--- config.mk ---
export PLATFORM = sky130hd
export DESIGN_NAME = pulse_beat_detect_bpm_average
export DESIGN_NICKNAME = d
export VERILOG_FILES = /design/src/design/pbd_pkg.sv /design/src/design/pbd_front.sv /design/src/design/pbd_fifo.sv /design/src/design/pbd_div.sv /design/src/design/pbd_back.sv /design/src/design/pulse_beat_detect_bpm_average.sv
export VERILOG_INCLUDE_DIRS = /design/src /design/src/design
export SDC_FILE = /design/constraint.sdc
export NUM_CORES = 1
export LEC_CHECK = 0
export BUFFER_PORTS_ARGS = -buffer_cell sky130_fd_sc_hd__buf_4
export CAP_MARGIN = 20
export CORE_MARGIN = 4
export CORE_UTILIZATION = 60
export DETAILED_ROUTE_END_ITERATION = 16
export PLACE_DENSITY = 0.8
export SETUP_SLACK_MARGIN = 0.1
export SLEW_MARGIN = 40
export SYNTH_ARGS = -nofsm -noshare
export SYNTH_HDL_FRONTEND = slang
export SYNTH_HIERARCHICAL = 1
export SYNTH_SLANG_ARGS = --single-unit
export TNS_END_PERCENT = 20
--- constraint.sdc ---
create_clock -name clk -period 7.29 [get_ports clk]
set_clock_uncertainty 0.2 [all_clocks]
set_input_delay 1.0935 -clock clk [delete_from_list [all_inputs] [get_ports clk]]
set_output_delay 1.0935 -clock clk [all_outputs]
set_load 0.1 [all_outputs]
--- src/design/assert_macros.svh ---
// ----------------------------------------------------------------------------
// Assertion macros
// Concurrent assertion wrappers; compiled out when NO_ASSERTIONS is set.
// ----------------------------------------------------------------------------
`ifndef ASSERT_MACROS_SVH
`define ASSERT_MACROS_SVH

`ifndef NO_ASSERTIONS
`define ASSERT_IMPLIES(label, clk, rst_n, ante, cons) \
	label: assert property (@(posedge clk) disable iff (!rst_n) (ante) |-> (cons)) \
		else $error("assertion failed: same-cycle implication");
`define ASSERT_NEXT(label, clk, rst_n, ante, cons) \
	label: assert property (@(posedge clk) disable iff (!rst_n) (ante) |=> (cons)) \
		else $error("assertion failed: next-cycle implication");
`else
`define ASSERT_IMPLIES(label, clk, rst_n, ante, cons)
`define ASSERT_NEXT(label, clk, rst_n, ante, cons)
`endif

`endif

--- src/design/pbd_pkg.sv ---
// ----------------------------------------------------------------------------
// pbd_pkg
// Shared types and constants of the pulse beat detector.
// ----------------------------------------------------------------------------
`default_nettype none

package pbd_pkg;

	localparam int SAMPLE_W = 16;
	localparam int TIME_W   = 32;
	localparam int THR_W    = 15;
	localparam int FLOOR_W  = 8;
	localparam int CEIL_W   = 16;
	localparam int BPM_W    = 16;
	localparam int AVG_W    = 8;

	localparam int PBD_RING_DEPTH = 4;

	localparam int QUEUE_DEPTH = 2;
	localparam int QPTR_W      = 1;
	localparam int QCNT_W      = $clog2(QUEUE_DEPTH + 1);

	localparam int DIV_STEPS = BPM_W;
	localparam int DCNT_W    = $clog2(DIV_STEPS);

	localparam logic [BPM_W-1:0] MS_PER_MINUTE = 16'd60000;
	localparam logic [BPM_W-1:0] BPM_SATURATED = 16'hFFFF;

	localparam logic [THR_W-1:0]   RST_RISE_THRESHOLD = 15'd300;
	localparam logic [FLOOR_W-1:0] RST_BPM_FLOOR      = 8'd20;
	localparam logic [CEIL_W-1:0]  RST_BPM_CEILING    = 16'd255;

	localparam int PADDR_W = 4;

	typedef enum logic [1:0] {
		REG_RISE_THRESHOLD = 2'd0,
		REG_BPM_FLOOR      = 2'd1,
		REG_BPM_CEILING    = 2'd2
	} pbd_reg_t;

	typedef struct packed {
		logic [THR_W-1:0]   rise_threshold;
		logic [FLOOR_W-1:0] bpm_floor;
		logic [CEIL_W-1:0]  bpm_ceiling;
	} pbd_cfg_t;

	typedef struct packed {
		logic              beat;
		logic [TIME_W-1:0] delta;
	} pbd_job_t;

	typedef struct packed {
		logic              start;
		logic [BPM_W-1:0]  dividend;
		logic [TIME_W-1:0] divisor;
	} pbd_div_req_t;

	typedef struct packed {
		logic wait_div;
		logic div_done;
	} pbd_back_stat_t;

endpackage

`default_nettype wire

--- src/design/pbd_front.sv ---
// ----------------------------------------------------------------------------
// pbd_front
// Accepts samples, tracks slope state and classifies each item as beat or not.
// ----------------------------------------------------------------------------
`default_nettype none

module pbd_front import pbd_pkg::*; (
	input  wire logic                clk,
	input  wire logic                arst_n,
	input  wire pbd_cfg_t            cfg,
	input  wire logic                in_valid,
	output logic                     in_ready,
	input  wire logic [SAMPLE_W-1:0] ir_sample,
	input  wire logic [TIME_W-1:0]   time_ms,
	input  wire logic                q_full,
	output logic                     job_push,
	output pbd_job_t                 job
);

	logic [SAMPLE_W-1:0] prev_sample_q;
	logic [SAMPLE_W-1:0] prev_diff_q;
	logic                latched_q;
	logic [TIME_W-1:0]   last_beat_q;

	logic                accept;
	logic [SAMPLE_W-1:0] diff;
	logic [SAMPLE_W-1:0] slope;
	logic                peak_ok;
	logic                beat;
	logic                rearm;

	assign in_ready = !q_full;
	assign accept   = in_valid && !q_full;

	assign diff    = ir_sample - prev_sample_q;
	assign slope   = diff - prev_diff_q;
	assign peak_ok = $signed(prev_diff_q) > $signed({1'b0, cfg.rise_threshold});
	assign beat    = slope[SAMPLE_W-1] && peak_ok && !latched_q;
	assign rearm   = !slope[SAMPLE_W-1] && (slope != '0);

	assign job_push   = accept;
	assign job.beat   = beat;
	assign job.delta  = time_ms - last_beat_q;

	always_ff @(posedge clk or negedge arst_n) begin
		if (!arst_n) begin
			prev_sample_q <= '0;
			prev_diff_q   <= '0;
			latched_q     <= 1'b0;
			last_beat_q   <= '0;
		end else if (accept) begin
			prev_sample_q <= ir_sample;
			prev_diff_q   <= diff;
			if (beat) begin
				latched_q   <= 1'b1;
				last_beat_q <= time_ms;
			end else if (rearm) begin
				latched_q <= 1'b0;
			end
		end
	end

endmodule

`default_nettype wire

--- src/design/pbd_fifo.sv ---
// ----------------------------------------------------------------------------
// pbd_fifo
// Short job queue between the classifier and the rate engine.
// ----------------------------------------------------------------------------
`default_nettype none

module pbd_fifo import pbd_pkg::*; (
	input  wire logic            clk,
	input  wire logic            arst_n,
	input  wire logic            push,
	input  wire pbd_job_t        push_data,
	input  wire logic            pop,
	output pbd_job_t             pop_data,
	output logic                 full,
	output logic                 empty,
	output logic [QCNT_W-1:0]    count
);

	pbd_job_t            mem_q [QUEUE_DEPTH];
	logic [QPTR_W-1:0]   wr_ptr_q;
	logic [QPTR_W-1:0]   rd_ptr_q;
	logic [QCNT_W-1:0]   cnt_q;

	assign full     = (cnt_q == QCNT_W'(QUEUE_DEPTH));
	assign empty    = (cnt_q == '0);
	assign count    = cnt_q;
	assign pop_data = mem_q[rd_ptr_q];

	always_ff @(posedge clk) begin
		if (push) begin
			mem_q[wr_ptr_q] <= push_data;
		end
	end

	always_ff @(posedge clk or negedge arst_n) begin
		if (!arst_n) begin
			wr_ptr_q <= '0;
			rd_ptr_q <= '0;
			cnt_q    <= '0;
		end else begin
			if (push) begin
				wr_ptr_q <= (wr_ptr_q == QPTR_W'(QUEUE_DEPTH - 1)) ? '0 : wr_ptr_q + 1'b1;
			end
			if (pop) begin
				rd_ptr_q <= (rd_ptr_q == QPTR_W'(QUEUE_DEPTH - 1)) ? '0 : rd_ptr_q + 1'b1;
			end
			if (push && !pop) begin
				cnt_q <= cnt_q + 1'b1;
			end else if (pop && !push) begin
				cnt_q <= cnt_q - 1'b1;
			end
		end
	end

endmodule

`default_nettype wire

--- src/design/pbd_div.sv ---
// ----------------------------------------------------------------------------
// pbd_div
// Restoring divider, one quotient bit per cycle, 16-bit dividend.
// ----------------------------------------------------------------------------
`default_nettype none

module pbd_div import pbd_pkg::*; (
	input  wire logic           clk,
	input  wire logic           arst_n,
	input  wire pbd_div_req_t   req,
	output logic                done,
	output logic [BPM_W-1:0]    quotient,
	output logic [BPM_W-1:0]    remainder
);

	logic [BPM_W-1:0]  quo_q;
	logic [BPM_W-1:0]  rem_q;
	logic [TIME_W-1:0] div_q;
	logic [DCNT_W-1:0] cnt_q;
	logic              busy_q;
	logic              done_q;

	logic [BPM_W:0]    trial;
	logic [TIME_W-1:0] trial_ext;
	logic              ge;
	logic [TIME_W-1:0] diff;

	assign trial     = {rem_q, quo_q[BPM_W-1]};
	assign trial_ext = TIME_W'(trial);
	assign ge        = (trial_ext >= div_q);
	assign diff      = trial_ext - div_q;

	assign done      = done_q;
	assign quotient  = quo_q;
	assign remainder = rem_q;

	always_ff @(posedge clk) begin
		if (req.start) begin
			quo_q <= req.dividend;
			rem_q <= '0;
			div_q <= req.divisor;
		end else if (busy_q) begin
			quo_q <= {quo_q[BPM_W-2:0], ge};
			rem_q <= ge ? diff[BPM_W-1:0] : trial[BPM_W-1:0];
		end
	end

	always_ff @(posedge clk or negedge arst_n) begin
		if (!arst_n) begin
			cnt_q  <= '0;
			busy_q <= 1'b0;
			done_q <= 1'b0;
		end else if (req.start) begin
			cnt_q  <= '0;
			busy_q <= 1'b1;
			done_q <= 1'b0;
		end else if (busy_q) begin
			cnt_q <= cnt_q + 1'b1;
			if (cnt_q == DCNT_W'(DIV_STEPS - 1)) begin
				busy_q <= 1'b0;
				done_q <= 1'b1;
			end
		end else begin
			done_q <= 1'b0;
		end
	end

endmodule

`default_nettype wire

--- src/design/pbd_back.sv ---
// ----------------------------------------------------------------------------
// pbd_back
// Rate engine: beat rate division, average ring and result register.
// ----------------------------------------------------------------------------
`default_nettype none

module pbd_back import pbd_pkg::*; #(
	parameter int RING_DEPTH = PBD_RING_DEPTH
) (
	input  wire logic             clk,
	input  wire logic             arst_n,
	input  wire pbd_cfg_t         cfg,
	input  wire logic             q_empty,
	input  wire pbd_job_t         job,
	output logic                  q_pop,
	output logic                  out_valid,
	input  wire logic             out_ready,
	output logic                  out_beat,
	output logic [BPM_W-1:0]      out_bpm_now,
	output logic [AVG_W-1:0]      out_bpm_average,
	output pbd_back_stat_t        stat
);

	localparam int RIDX_W = (RING_DEPTH > 1) ? $clog2(RING_DEPTH) : 1;
	localparam int SUM_W  = AVG_W + $clog2(RING_DEPTH + 1);

	// ring mean as sum * ceil(2^AVG_SHIFT / RING_DEPTH) >> AVG_SHIFT, exact for any sum
	localparam int AVG_SHIFT = SUM_W + RIDX_W;
	localparam int RECIP_W   = AVG_SHIFT + 1;
	localparam int PROD_W    = SUM_W + RECIP_W;
	localparam logic [RECIP_W-1:0] AVG_RECIP =
		RECIP_W'(((1 << AVG_SHIFT) + RING_DEPTH - 1) / RING_DEPTH);

	typedef enum logic [1:0] {
		ST_IDLE,
		ST_RATE,
		ST_AVG,
		ST_EMIT
	} state_t;

	state_t             state_q;
	logic               beat_q;
	logic [BPM_W-1:0]   cur_bpm_q;
	logic [AVG_W-1:0]   avg_q;
	logic [AVG_W-1:0]   ring_q [RING_DEPTH];
	logic [RIDX_W-1:0]  pos_q;
	logic [SUM_W-1:0]   sum_q;
	logic               out_valid_q;
	logic               out_beat_q;
	logic [BPM_W-1:0]   out_bpm_q;
	logic [AVG_W-1:0]   out_avg_q;

	pbd_div_req_t       div_req;
	logic               div_done;
	logic [BPM_W-1:0]   div_quo;
	logic [BPM_W-1:0]   div_rem;

	logic               floor_ok;
	logic               ceil_ok;
	logic               in_ring;
	logic [SUM_W-1:0]   sum_next;
	logic               start_rate;
	logic [PROD_W-1:0]  avg_prod;
	logic               emit;

	pbd_div u_div (
		.clk       (clk),
		.arst_n    (arst_n),
		.req       (div_req),
		.done      (div_done),
		.quotient  (div_quo),
		.remainder (div_rem)
	);

	// exact limit tests from quotient and remainder
	assign floor_ok = (BPM_W'(cfg.bpm_floor) < div_quo) ||
		((BPM_W'(cfg.bpm_floor) == div_quo) && (div_rem != '0));
	assign ceil_ok  = (cfg.bpm_ceiling > div_quo);
	assign in_ring  = floor_ok && ceil_ok;
	assign sum_next = sum_q - SUM_W'(ring_q[pos_q]) + SUM_W'(div_quo[AVG_W-1:0]);
	assign avg_prod = PROD_W'(sum_q) * PROD_W'(AVG_RECIP);

	assign q_pop      = (state_q == ST_IDLE) && !q_empty;
	assign start_rate = q_pop && job.beat && (job.delta != '0);
	assign emit       = (state_q == ST_EMIT) && (!out_valid_q || out_ready);

	assign div_req.start    = start_rate;
	assign div_req.dividend = MS_PER_MINUTE;
	assign div_req.divisor  = job.delta;

	assign stat.wait_div = (state_q == ST_RATE);
	assign stat.div_done = div_done;

	assign out_valid       = out_valid_q;
	assign out_beat        = out_beat_q;
	assign out_bpm_now     = out_bpm_q;
	assign out_bpm_average = out_avg_q;

	always_ff @(posedge clk or negedge arst_n) begin
		if (!arst_n) begin
			state_q     <= ST_IDLE;
			beat_q      <= 1'b0;
			cur_bpm_q   <= '0;
			avg_q       <= '0;
			pos_q       <= '0;
			sum_q       <= '0;
			out_valid_q <= 1'b0;
			out_beat_q  <= 1'b0;
			out_bpm_q   <= '0;
			out_avg_q   <= '0;
			for (int i = 0; i < RING_DEPTH; i++) begin
				ring_q[i] <= '0;
			end
		end else begin
			if (emit) begin
				out_valid_q <= 1'b1;
			end else if (out_ready) begin
				out_valid_q <= 1'b0;
			end
			case (state_q)
				ST_IDLE: begin
					if (q_pop) begin
						beat_q <= job.beat;
						if (start_rate) begin
							state_q <= ST_RATE;
						end else begin
							if (job.beat) begin
								cur_bpm_q <= BPM_SATURATED;
							end
							state_q <= ST_EMIT;
						end
					end
				end
				ST_RATE: begin
					if (div_done) begin
						cur_bpm_q <= div_quo;
						if (in_ring) begin
							ring_q[pos_q] <= div_quo[AVG_W-1:0];
							pos_q <= (pos_q == RIDX_W'(RING_DEPTH - 1)) ? '0 : pos_q + 1'b1;
							sum_q <= sum_next;
							state_q <= ST_AVG;
						end else begin
							state_q <= ST_EMIT;
						end
					end
				end
				ST_AVG: begin
					avg_q   <= avg_prod[AVG_SHIFT +: AVG_W];
					state_q <= ST_EMIT;
				end
				ST_EMIT: begin
					if (emit) begin
						out_beat_q  <= beat_q;
						out_bpm_q   <= cur_bpm_q;
						out_avg_q   <= avg_q;
						state_q     <= ST_IDLE;
					end
				end
				default: begin
					state_q <= ST_IDLE;
				end
			endcase
		end
	end

endmodule

`default_nettype wire

--- src/design/pulse_beat_detect_bpm_average.sv ---
// ----------------------------------------------------------------------------
// pulse_beat_detect_bpm_average
// Slope-reversal heartbeat detector with beat rate and rate average.
// ----------------------------------------------------------------------------
// Input stream: one item per sample, tdata = {time_ms, ir_sample}. Output
// stream: exactly one item per input item, tuser = beat, tdata =
// {bpm_average, bpm_now}. APB registers: rise_threshold at 0x0, bpm_floor at
// 0x4, bpm_ceiling at 0x8; write them only while the block is idle.
// The classifier queues each accepted item (two entries). The rate engine
// passes an item without a beat (or with zero elapsed time) from idle
// straight to emit; a beat waits on the serial divider, then goes to emit if
// its rate stays out of the ring, or takes the ring mean first if it enters it.
// Reset clears the ring and all control and result state and loads the
// register defaults. On a receiver stall the result is held, the engine
// finishes the next item and waits, then the queue fills and s_axis_tready
// drops.
// ----------------------------------------------------------------------------
`default_nettype none

`include "assert_macros.svh"

module pulse_beat_detect_bpm_average import pbd_pkg::*; #(
	parameter int RING_DEPTH = PBD_RING_DEPTH
) (
	input  wire logic                clk,
	input  wire logic                arst_n,
	input  wire logic                s_axis_tvalid,
	output logic                     s_axis_tready,
	input  wire logic [47:0]         s_axis_tdata,  // ir_sample[15:0], time_ms[47:16]
	output logic                     m_axis_tvalid,
	input  wire logic                m_axis_tready,
	output logic [23:0]              m_axis_tdata,  // bpm_now[15:0], bpm_average[23:16]
	output logic                     m_axis_tuser,  // beat
	input  wire logic                psel,
	input  wire logic                penable,
	input  wire logic                pwrite,
	input  wire logic [PADDR_W-1:0]  paddr,
	input  wire logic [31:0]         pwdata,
	output logic [31:0]              prdata,
	output logic                     pready
);

	logic [THR_W-1:0]   rise_threshold_q;
	logic [FLOOR_W-1:0] bpm_floor_q;
	logic [CEIL_W-1:0]  bpm_ceiling_q;
	pbd_cfg_t           cfg;
	pbd_reg_t           reg_sel;
	logic               cfg_wr;

	logic               job_push;
	pbd_job_t           job_in;
	pbd_job_t           job_out;
	logic               q_full;
	logic               q_empty;
	logic               q_pop;
	logic [QCNT_W-1:0]  q_count;
	pbd_back_stat_t     back_stat;

	logic [BPM_W-1:0]   bpm_now;
	logic [AVG_W-1:0]   bpm_average;

	assign pready  = 1'b1;
	assign cfg_wr  = psel && penable && pwrite && pready;
	assign reg_sel = pbd_reg_t'(paddr[PADDR_W-1:2]);

	always_ff @(posedge clk or negedge arst_n) begin
		if (!arst_n) begin
			rise_threshold_q <= RST_RISE_THRESHOLD;
			bpm_floor_q      <= RST_BPM_FLOOR;
			bpm_ceiling_q    <= RST_BPM_CEILING;
		end else if (cfg_wr) begin
			case (reg_sel)
				REG_RISE_THRESHOLD: rise_threshold_q <= pwdata[THR_W-1:0];
				REG_BPM_FLOOR:      bpm_floor_q      <= pwdata[FLOOR_W-1:0];
				REG_BPM_CEILING:    bpm_ceiling_q    <= pwdata[CEIL_W-1:0];
				default: begin
				end
			endcase
		end
	end

	always_comb begin
		case (reg_sel)
			REG_RISE_THRESHOLD: prdata = 32'(rise_threshold_q);
			REG_BPM_FLOOR:      prdata = 32'(bpm_floor_q);
			REG_BPM_CEILING:    prdata = 32'(bpm_ceiling_q);
			default:            prdata = '0;
		endcase
	end

	assign cfg.rise_threshold = rise_threshold_q;
	assign cfg.bpm_floor      = bpm_floor_q;
	assign cfg.bpm_ceiling    = bpm_ceiling_q;

	pbd_front u_front (
		.clk       (clk),
		.arst_n    (arst_n),
		.cfg       (cfg),
		.in_valid  (s_axis_tvalid),
		.in_ready  (s_axis_tready),
		.ir_sample (s_axis_tdata[15:0]),
		.time_ms   (s_axis_tdata[47:16]),
		.q_full    (q_full),
		.job_push  (job_push),
		.job       (job_in)
	);

	pbd_fifo u_fifo (
		.clk       (clk),
		.arst_n    (arst_n),
		.push      (job_push),
		.push_data (job_in),
		.pop       (q_pop),
		.pop_data  (job_out),
		.full      (q_full),
		.empty     (q_empty),
		.count     (q_count)
	);

	pbd_back #(
		.RING_DEPTH (RING_DEPTH)
	) u_back (
		.clk             (clk),
		.arst_n          (arst_n),
		.cfg             (cfg),
		.q_empty         (q_empty),
		.job             (job_out),
		.q_pop           (q_pop),
		.out_valid       (m_axis_tvalid),
		.out_ready       (m_axis_tready),
		.out_beat        (m_axis_tuser),
		.out_bpm_now     (bpm_now),
		.out_bpm_average (bpm_average),
		.stat            (back_stat)
	);

	assign m_axis_tdata = {bpm_average, bpm_now};

	`ASSERT_NEXT(a_push_lands, clk, arst_n, s_axis_tvalid && s_axis_tready, q_count != '0)
	`ASSERT_IMPLIES(a_queue_bound, clk, arst_n, 1'b1, q_count <= QCNT_W'(QUEUE_DEPTH))
	`ASSERT_IMPLIES(a_div_owned, clk, arst_n, back_stat.div_done, back_stat.wait_div)

endmodule

`default_nettype wire

==> impl_metrics.ini <==
[route]
vias_per_cell = 5.76
ant_nets = 0
firstDrtPassIters = 5
wl_microns = 40700
route.detailed.drc = 0
vias = 13500
routedWlPerCell_microns = 17.4
drt_iter0_markers = 829

[power_and_ir_drop]
p_per_area_nw_per_um2 = 515
power.leakage_nw = 10.0
max-vdd-ir-drop_mv = 0.305

[die]
die-area_sq_um = 35400
core_area_sq_um = 31800
rows = 65
die_w_microns = 188
num_io_pins = 151
start_util_pct = 61.3
die_h_microns = 188

[grt]
grt_pass1_wl_microns = 67100
antenna_found_initial = 0
grt_max_degree = 82
grt.overflow.total = 0
grt_usage_pct = 22.6
grt_pass1_vias = 13800

[logic_synthesis]
yosysWarnings = 6
netlist_instances = 1752
syn_area_sq_um = 19500
synth.avg_cell_area_sq_um = 11.1

[clock_network]
htreeDepth = 2
clockRootBuffer = clkbuf_16
post_cts_buffers = 0
cts_tree = done
cts_buffer_depth = 3
numCtsBuffers = 37
cts_hold_repair.buffers = 0
cts_sinks = 341
cts_resized = 0
cts.clk_slew.worst_paths_ns = 0.06
worstSkewPairLatency_ns = 0.53

[placement]
gp_congestion = 0.909
dpl.hpwl_microns = 29700
port_buffers = 115
dp_cells = 2272
post_dp_cell_area_sq_um = 20600

[layout]
layout_commonest_cell = dfrtp_1
final_cell_area_sq_um = 21900
fin_nets = 2118
area_growth_pct = 12.4
regArea_sq_um = 9040
multiInputGateArea_sq_um = 9420
drive_above_1_share_pct = 20.4
postLayoutCoreUtil_pct = 68.8
layout_common_cells = dfrtp_1, inv_1, ha_1
nFillCells = 2312
instances_no_fill = 2340
n_antenna_cell = 0

[timing]
setup_viol = 0
min_period_ns = 5.72
fin_crit_sh_pct = 78.4
tightest_slew_ns = 0.782
drv_slew = 0
slew-limit-headroom_pct = 47.7
fin_setup_tns_ns = 0
rsz0062_at_grt = false
finalHoldViolCount = 0
max_freq_ghz = 0.175

[critical_path]
cpPeakStageDelay_ns = 0.39
critical_path.most_common_cell = a21o_1
crit_fanout = 32
crit_chain = buf_4 > inv_1 > ha_1 > inv_1 > fa_1 > a21o_1 > a21o_1 > a21oi_1 > o21ai_1 > a21oi_1 > xnor2_1 > ha_1 > a21o_1 > a21o_1 > a211oi_2 > o21bai_1 > or2_1 > o311ai_2 > xor2_1 > nand4_2 > buf_4 > mux2_4
crit_family = compound AO/OA/AOI/OAI gates
worstSetupStartpointType = input pin
cp-end-kind = register
worst_path_max_delay_cell = fa_1
arrival_ns = 5.93
crit_type = input pin to register
path_buf_inv = 4
r2r_setup_slack_ns = 1.97
required_ns = 7.50

[hold_path]
worstHoldPathType = register to register

[run_status]
status = finished clean

[flow_run]
cap_viol_max_count = 0
[per-stage QoR]
step	total power [mW]	hold WS, ns	worst slack, ns
after floorplan	8.01	0.236	1.72
after global placement	8.98	0.254	1.21
after detailed placement	9.27	0.265	1.07
after CTS	11.3	0.273	1.58
after global routing	12.1	0.283	1.22
final	11.3	0.268	1.57
[worst paths after layout]
kind | start | to | cells past startpoint
max in group asynchronous | arst_n | u_front/last_beat_q[10]$_DFFE_PN0P_ | 2
worst min register to register | u_back/sum_q[9]$_DFFE_PN0P_ | u_back/sum_q[9]$_DFFE_PN0P_ | 1
worst min-delay path | u_back/sum_q[9]$_DFFE_PN0P_ | u_back/sum_q[9]$_DFFE_PN0P_ | 1
worst max-delay path | s_axis_tdata[0] | u_front/last_beat_q[26]$_DFFE_PN0P_ | 22
worst max register to register | u_front/prev_sample_q[0]$_DFFE_PN0P_ | u_front/last_beat_q[26]$_DFFE_PN0P_ | 20
min in group asynchronous | arst_n | u_back/sum_q[1]$_DFFE_PN0P_ | 1
[power by group]
part,internal (mW),total [mW],leakage (nW),switching (mW)
Clock,1.17,1.92,0.613,0.754
Sequential,2.90,3.40,3.84,0.502
Combinational,2.42,5.95,5.55,3.53
Total,6.49,11.3,10.0,4.78
[flip-flops by register name (all words and copies together), names as in the netlist, 4 cells and up]
register                count
bpm_ceiling_q              16
u_fifo/mem_q               66
u_back/out_bpm_now         16
u_back/avg_q                8
u_back/ring_q              32
u_back/out_bpm_average      8
u_front/prev_sample_q      16
u_back/u_div/cnt_q          4
u_front/prev_diff_q        16
u_back/sum_q               10
rise_threshold_q           15
u_back/u_div/quotient      16
u_back/u_div/remainder     16
u_back/u_div/div_q         32
bpm_floor_q                 8
u_front/last_beat_q        32
u_back/cur_bpm_q           16
[per-layer routing]
layer / vias to the layer above / GRT usage [%] / share of wire, %
met5: - / 0 / 0
met3: 79 / 3.48 / 4.5
met4: 0 / 6.07 / 2.4
li1: 6460 / - / -
met2: 369 / 39.6 / 49
met1: 6566 / 29.6 / 44
[worst reg2reg max path, delay by kind of cell (launching register included)]
| family | cells | cell delay [ns] |
|---|---|---|
| AOI/OAI and AO/OA | 10 | 2.04 |
| adders and majority gates | 3 | 0.89 |
| xor gates and xnor gates | 2 | 0.47 |
| and+or+nand+nor | 2 | 0.44 |
| muxes | 1 | 0.44 |
| buffers and inverters | 2 | 0.40 |
| DFF | 1 | 0.35 |
[final cells by class]
type                            instances  share of cell area (%)
Clock buffer                           43                    4.43
Clock inverter                         24                    1.25
Inverter                              183                    3.14
Multi-Input combinational cell       1189                    43.0
Sequential cell                       341                    41.3
Tap cell                              435                    2.49
Timing Repair Buffer                  125                    4.37
No activity file was read; power rests on OpenSTA's default activity.
